--- src/hdl/rit_pkg.sv ---
// ----------------------------------------------------------------------------
// rit_pkg
// Types, operation codes and helpers shared by the repeating interval timer.
// ----------------------------------------------------------------------------
`default_nettype none

package rit_pkg;

    localparam int unsigned TIME_W           = 32;
    localparam int unsigned REMAIN_W         = 31;
    localparam int unsigned MAX_DURATION_DEF = 32'h7FFF_FFFF;

    typedef enum logic [1:0] {
        OP_TICK     = 2'd0,
        OP_ONE_SHOT = 2'd1,
        OP_REPEAT   = 2'd2,
        OP_POLL     = 2'd3
    } op_t;

    typedef struct packed {
        op_t                 op;
        logic [TIME_W-1:0]   lead_ms;
        logic [TIME_W-1:0]   period_ms;
    } item_t;

    typedef struct packed {
        logic                expired;
        logic                running;
        logic [REMAIN_W-1:0] remaining;
    } result_t;

    typedef struct packed {
        logic [TIME_W-1:0]   now_ms;
        logic [TIME_W-1:0]   expiry_time;
        logic [TIME_W-1:0]   repeat_interval;
    } timer_state_t;

    function automatic logic [TIME_W-1:0] clamp_dur(
        input logic [TIME_W-1:0] d,
        input logic [TIME_W-1:0] max_dur
    );
        return (d > max_dur) ? max_dur : d;
    endfunction

    // zero expiry means stopped, so a computed zero becomes one
    function automatic logic [TIME_W-1:0] fix_zero(input logic [TIME_W-1:0] t);
        return (t == '0) ? TIME_W'(1) : t;
    endfunction

endpackage

`default_nettype wire

--- src/hdl/repeating_interval_timer.sv ---
// ----------------------------------------------------------------------------
// repeating_interval_timer
// Millisecond one-shot / repeating timer on a wrapping 32-bit time base.
// ----------------------------------------------------------------------------
// Usage:
//   item channel   : item_valid / item_stall / item. op selects tick, start
//                    one-shot, start repeating or poll.
//   result channel : result_valid / result_stall / result. exactly one result
//                    beat per item beat, in order.
//   An item beat is taken into the item register, then the step logic
//   updates the timer state and loads the result register. Throughput is
//   one item per cycle while the receiver does not stall, set by the single
//   state update per cycle; the item register and the result register keep
//   both sides moving together.
//   Reset clears time base, expiry and repeat interval, and empties both
//   registers. When the receiver stalls, the result holds; the item register
//   still takes one more beat, after which item_stall rises until the result
//   is taken.
// ----------------------------------------------------------------------------
`default_nettype none

module repeating_interval_timer #(
    parameter logic [31:0] MAX_DURATION = rit_pkg::MAX_DURATION_DEF
) (
    input  wire              clk,
    input  wire              rst_n,
    input  wire              item_valid,
    output logic             item_stall,
    input  rit_pkg::item_t   item,
    output logic             result_valid,
    input  wire              result_stall,
    output rit_pkg::result_t result
);
    import rit_pkg::*;

    logic         item_v_reg;
    logic         item_v_next;
    item_t        item_reg;
    logic         res_v_reg;
    logic         res_v_next;
    result_t      res_reg;
    timer_state_t state_reg;
    timer_state_t state_next;
    result_t      step_res;
    logic         accept;
    logic         step_en;

    rit_step #(
        .MAX_DURATION (MAX_DURATION)
    ) u_step (
        .item (item_reg),
        .cur  (state_reg),
        .nxt  (state_next),
        .res  (step_res)
    );

    assign step_en    = item_v_reg && (!res_v_reg || !result_stall);
    assign item_stall = item_v_reg && res_v_reg && result_stall;
    assign accept     = item_valid && !item_stall;

    always_comb
    begin
        item_v_next = item_v_reg;
        if (accept)
        begin
            item_v_next = 1'b1;
        end
        else if (step_en)
        begin
            item_v_next = 1'b0;
        end

        res_v_next = res_v_reg;
        if (step_en)
        begin
            res_v_next = 1'b1;
        end
        else if (!result_stall)
        begin
            res_v_next = 1'b0;
        end
    end

    always_ff @(posedge clk or negedge rst_n)
    begin
        if (!rst_n)
        begin
            item_v_reg <= 1'b0;
            res_v_reg  <= 1'b0;
            state_reg  <= '0;
        end
        else
        begin
            item_v_reg <= item_v_next;
            res_v_reg  <= res_v_next;
            if (step_en)
            begin
                state_reg <= state_next;
            end
        end
    end

    always_ff @(posedge clk)
    begin
        if (accept)
        begin
            item_reg <= item;
        end
        if (step_en)
        begin
            res_reg <= step_res;
        end
    end

    assign result_valid = res_v_reg;
    assign result       = res_reg;

endmodule

`default_nettype wire

--- src/hdl/rit_step.sv ---
// ----------------------------------------------------------------------------
// rit_step
// Next timer state and result for one registered item.
// ----------------------------------------------------------------------------
`default_nettype none

module rit_step #(
    parameter logic [31:0] MAX_DURATION = rit_pkg::MAX_DURATION_DEF
) (
    input  rit_pkg::item_t        item,
    input  rit_pkg::timer_state_t cur,
    output rit_pkg::timer_state_t nxt,
    output rit_pkg::result_t      res
);
    import rit_pkg::*;

    logic [TIME_W-1:0] first_c;
    logic [TIME_W-1:0] diff;
    logic              diff_pos;
    logic [TIME_W-1:0] sum;
    logic [TIME_W-1:0] exp_from_exp;
    logic [TIME_W-1:0] exp_from_now;
    logic [TIME_W-1:0] exp_start;
    logic [TIME_W-1:0] diff_out;
    logic              running;

    always_comb
    begin
        first_c      = clamp_dur(item.lead_ms, MAX_DURATION);
        diff         = cur.expiry_time - cur.now_ms;
        diff_pos     = (diff != '0) && !diff[TIME_W-1];
        sum          = cur.repeat_interval + diff;
        // reload relative to the old expiry, or to now when overdue too far
        exp_from_exp = cur.expiry_time + cur.repeat_interval;
        exp_from_now = cur.now_ms + cur.repeat_interval;
        exp_start    = cur.now_ms + first_c;

        nxt         = cur;
        res.expired = 1'b0;

        unique case (item.op)
            OP_TICK:
            begin
                nxt.now_ms = cur.now_ms + TIME_W'(1);
            end
            OP_ONE_SHOT, OP_REPEAT:
            begin
                if (first_c != '0)
                begin
                    nxt.expiry_time     = fix_zero(exp_start);
                    nxt.repeat_interval = '0;
                end
                else
                begin
                    nxt.expiry_time = '0;
                end
                if (item.op == OP_REPEAT)
                begin
                    nxt.repeat_interval = clamp_dur(item.period_ms, MAX_DURATION);
                end
            end
            OP_POLL:
            begin
                if ((cur.expiry_time != '0) && !diff_pos)
                begin
                    res.expired     = 1'b1;
                    nxt.expiry_time = '0;
                    if (cur.repeat_interval != '0)
                    begin
                        if (sum[TIME_W-1])
                        begin
                            nxt.expiry_time = fix_zero(exp_from_now);
                        end
                        else if (sum != '0)
                        begin
                            nxt.expiry_time = fix_zero(exp_from_exp);
                        end
                    end
                end
            end
            default:
            begin
                nxt = cur;
            end
        endcase

        diff_out      = nxt.expiry_time - nxt.now_ms;
        running       = (nxt.expiry_time != '0) && (diff_out != '0) && !diff_out[TIME_W-1];
        res.running   = running;
        res.remaining = running ? diff_out[REMAIN_W-1:0] : '0;
    end

endmodule

`default_nettype wire

--- config.mk ---
export PLATFORM = sky130hd
export DESIGN_NAME = repeating_interval_timer
export DESIGN_NICKNAME = d
export VERILOG_FILES = /design/src/hdl/rit_pkg.sv /design/src/hdl/repeating_interval_timer.sv /design/src/hdl/rit_step.sv
export SDC_FILE = /design/constraint.sdc
export NUM_CORES = 1
export LEC_CHECK = 0
export BUFFER_PORTS_ARGS = -buffer_cell sky130_fd_sc_hd__buf_2
export CAP_MARGIN = 20
export CELL_PAD_IN_SITES_DETAIL_PLACEMENT = 2
export CELL_PAD_IN_SITES_GLOBAL_PLACEMENT = 2
export CORE_UTILIZATION = 35
export DETAILED_ROUTE_END_ITERATION = 10
export HOLD_SLACK_MARGIN = 0.06
export PLACE_DENSITY_LB_ADDON = 0.1
export SLEW_MARGIN = 5
export SYNTH_ARGS = -nofsm -noshare
export SYNTH_HDL_FRONTEND = slang
export SYNTH_SLANG_ARGS = --single-unit
--- constraint.sdc ---
create_clock -name clk -period 8.7 [get_ports clk]
set_input_delay 1.74 -clock clk [delete_from_list [all_inputs] [get_ports clk]]
set_output_delay 1.74 -clock clk [all_outputs]
set_load 0.005 [all_outputs]
==> results.md <==
* Status: finished with violations
* Failing checks: negative setup slack
* Number of enable flip-flop cells after synthesis at between 90 and 100
* Final standard cell count with taps included and fillers excluded at 3801
* Pin count of the biggest net entering global routing at 70
* Final-report hold violation count at 0
* Detail-routed via count per cell at 6.15
* Die area at just under 60000 um^2
* Dpl cells at ~3700
* Count of distinct cell types in the synthesized netlist at 91
* Overflow after GRT at 0
* Worst path setup slack after routing at -588 ps
* Deepest clock path buffer count at 2
* Syn avg cell area at about 8.1 um^2
* Die Span Y at 244 um
* Critical path's largest stage delay at about 500 ps
* Number of antenna violations at the first check in global routing at 5
* Worst-path cell with the longest stage delay: o211ai_1
* Fin util at 0.463
* CTS sink cnt at 197
* Max Slew Vio Count at 0
* Final critical-path required period at 9290 ps
* Critical Path Sink Type: register
* Global-route wire length before repair at 160 mm
* Total CTS buffers at 17
* Overall die width at 244 um
* WP data arrival at approximately 9600 ps
* CTS tree: yes
* Worst Hold Launch: item_v_reg$_DFFE_PN0P_
* Critical path fanouts, max at 8
* Detailed-route wire length at 112 mm
* Wire per inst at 29.6 um
* Fmax at 108 MHz
* Max Cap Viol at 0
* Detailed router's first-iteration violation count at ~1700
* Top-Level Pins at 105
* Fraction of final layout cells with drive strength greater than 1 at 0.274
* Post-DP HPWL at 87.2 mm
* Placement row count at 88
* Ys async rst share at 0.497
* Final RePlAce weighted congestion at 1.02
* Cts-stage hold buffer count at 0
* RSZ-0062 raised after global routing: yes
* Antenna-violating nets left at 0
* Insertion delay of the later-clocked pin in the worst-skew pair at 510 ps
* Area delta synth->final at 30.7%
* Number of flip-flops and latches in the synthesized netlist at 197
* Commonest cells after routing, fill and taps aside: 472 x buf_4, 266 x nand2_1, 180 x a21oi_1
* Number of failing setup endpoints in the final timing report at 32
* Final setup skew at 21.0 ps
* Port bufs at 104
* Synth Instances at 2519
* Core region area at 57700 um^2
* Net count after synthesis at 2785
* Maximum VDD drop at 0.000200 V
* Share of synthesized area occupied by flip-flops and latches at 0.266
* DRT Pass-1 Iters at 5
* Crit Path Category: register to register
* Synth Flop Type: edfxtp_1
* CTS root buf: clkbuf_16
* Initial Util at 0.354
* Total standard cell area after synthesis at 20400 um^2
* HP Class: register to register
* Yosys Warn Count at 0
* Routed vias at between 20000 and 25000
* Global-route total usage across every layer at 0.363
* Worst rel slew slack at 0.339
* Power per cell area at 385 nW/um^2
* Leakage power total at 0.0116 uW
* CTS H-tree depth at 4
* Critical register-to-register path startpoint: state_reg[33]$_DFFE_PN0P_
* Required time at the endpoint of the critical path at around 9100 ps
* Clock transition time at the flip-flop clock pins of the worst setup and hold paths at about 100 ps
* Via count of the first global-routing pass at roughly 25000
* Flip-flop count of the largest register after layout at 96
* Final critical-path share of the clock period at 1.07
* Most frequent standard cell in the layout excluding fill and tap cells: buf_4
* Startpoint type of the worst setup path: register
* Slew at the pin closest to its max-slew limit at 976 ps
* Number of remaining DRC errors at 0
* Nets at ~3300
* Beginning of the critical path: state_reg[33]$_DFFE_PN0P_
[path summary, 6_finish.rpt]
path / cells after the start / to / slack (ps)
max: 39 / result[31]$_DFFE_PP_ / -590
min: 1 / result_valid$_DFFE_PN0P_ / 530
max reg2reg: 39 / result[31]$_DFFE_PP_ / -590
min reg2reg: 1 / result_valid$_DFFE_PN0P_ / 530
max in group asynchronous: 2 / state_reg[51]$_DFFE_PN0P_ / 6100
min in group asynchronous: 1 / state_reg[27]$_DFFE_PN0P_ / 1240
[kinds of logic after synthesis]
logic type,count (synthesis),synth area share
buffers and inverters,193,0.0375
multiplexers,15,0.00753
AND/OR/NAND/NOR,923,0.228
flip-flops,197,0.266
XOR/XNOR,197,0.0848
AO/OA/AOI/OAI,798,0.254
adder cells (fa/ha/maj),196,0.122
[critical path: cells and delay by family, from the launching register on]
family	cells	cell delay, ps
xor+xnor	2	510
simple gates	7	1370
fa+ha+maj	3	940
compound gates	21	4850
buf+inv	6	1010
flops	1	420
[layer usage]
layer	wire (um)	part of all wire	vias to the layer above	GRT usage
li1	-	-	10400	-
met1	47000	0.42	11900	0.461
met2	52400	0.47	827	0.591
met3	8060	0.072	203	0.0763
met4	4940	0.044	2	0.158
met5	13	0.00012	-	0
[through the flow]
step	cell area [um^2]	hold slack [ps]	setup WS (ps)	setup TNS [ps]	power [uW]
after CTS	26100	535	-264	-3110	9600
after global routing	26700	549	-851	-22530	10700
after detailed placement	24800	507	-1210	-31890	8260
final	26700	526	-588	-16290	10300
after floorplan	20500	457	10.3	0	4890
after global placement	24800	481	-778	-16390	7980
[area by class of cell]
cell class / count / area [um^2]
antenna: 6 / 15.0
clock buffer: 17 / 425
clock inverter: 15 / 181
fill: 6510 / 31000
inverter: 87 / 327
multi-input combinational: 2129 / 15100
sequential: 197 / 5430
tap: 765 / 957
timing repair buffer: 585 / 4230
[timing repair]
item	in CTS	in global routing
gates resized for setup	97	95
pin swaps	62	64
setup endpoints to repair	32	32
buffers inserted	22	12
cloned	0	3
[synth_stat cells (all sizes together), types with 18 or more instances]
master	instances	area share
clkbuf	89	0.016
nand2	271	0.050
nor4	62	0.020
o21bai	27	0.0099
o21ai	203	0.050
and2	20	0.0061
nor2b	32	0.0098
edfxtp	99	0.15
o21a	40	0.015
and3	34	0.010
a211oi	30	0.011
nor3	73	0.018
nand4	55	0.017
inv	86	0.016
or3	23	0.0070
a21oi	198	0.049
nor2	178	0.033
ha	190	0.12
xnor2	138	0.059
a21o	64	0.024
xor2	59	0.026
nand3	47	0.012
dfrtp	98	0.12
nand2b	18	0.0055
o211ai	36	0.013
or2	47	0.014
a31oi	23	0.0070
[power breakdown]
part | internal [uW] | leakage (uW) | switching, uW | total, uW
sequential | 1180 | 0.00220 | 203 | 1380
combinational | 3440 | 0.00915 | 4580 | 8020
clock | 391 | 0.000296 | 483 | 874
total | 5000 | 0.0116 | 5270 | 10300
No activity file was read; power rests on OpenSTA's default activity.
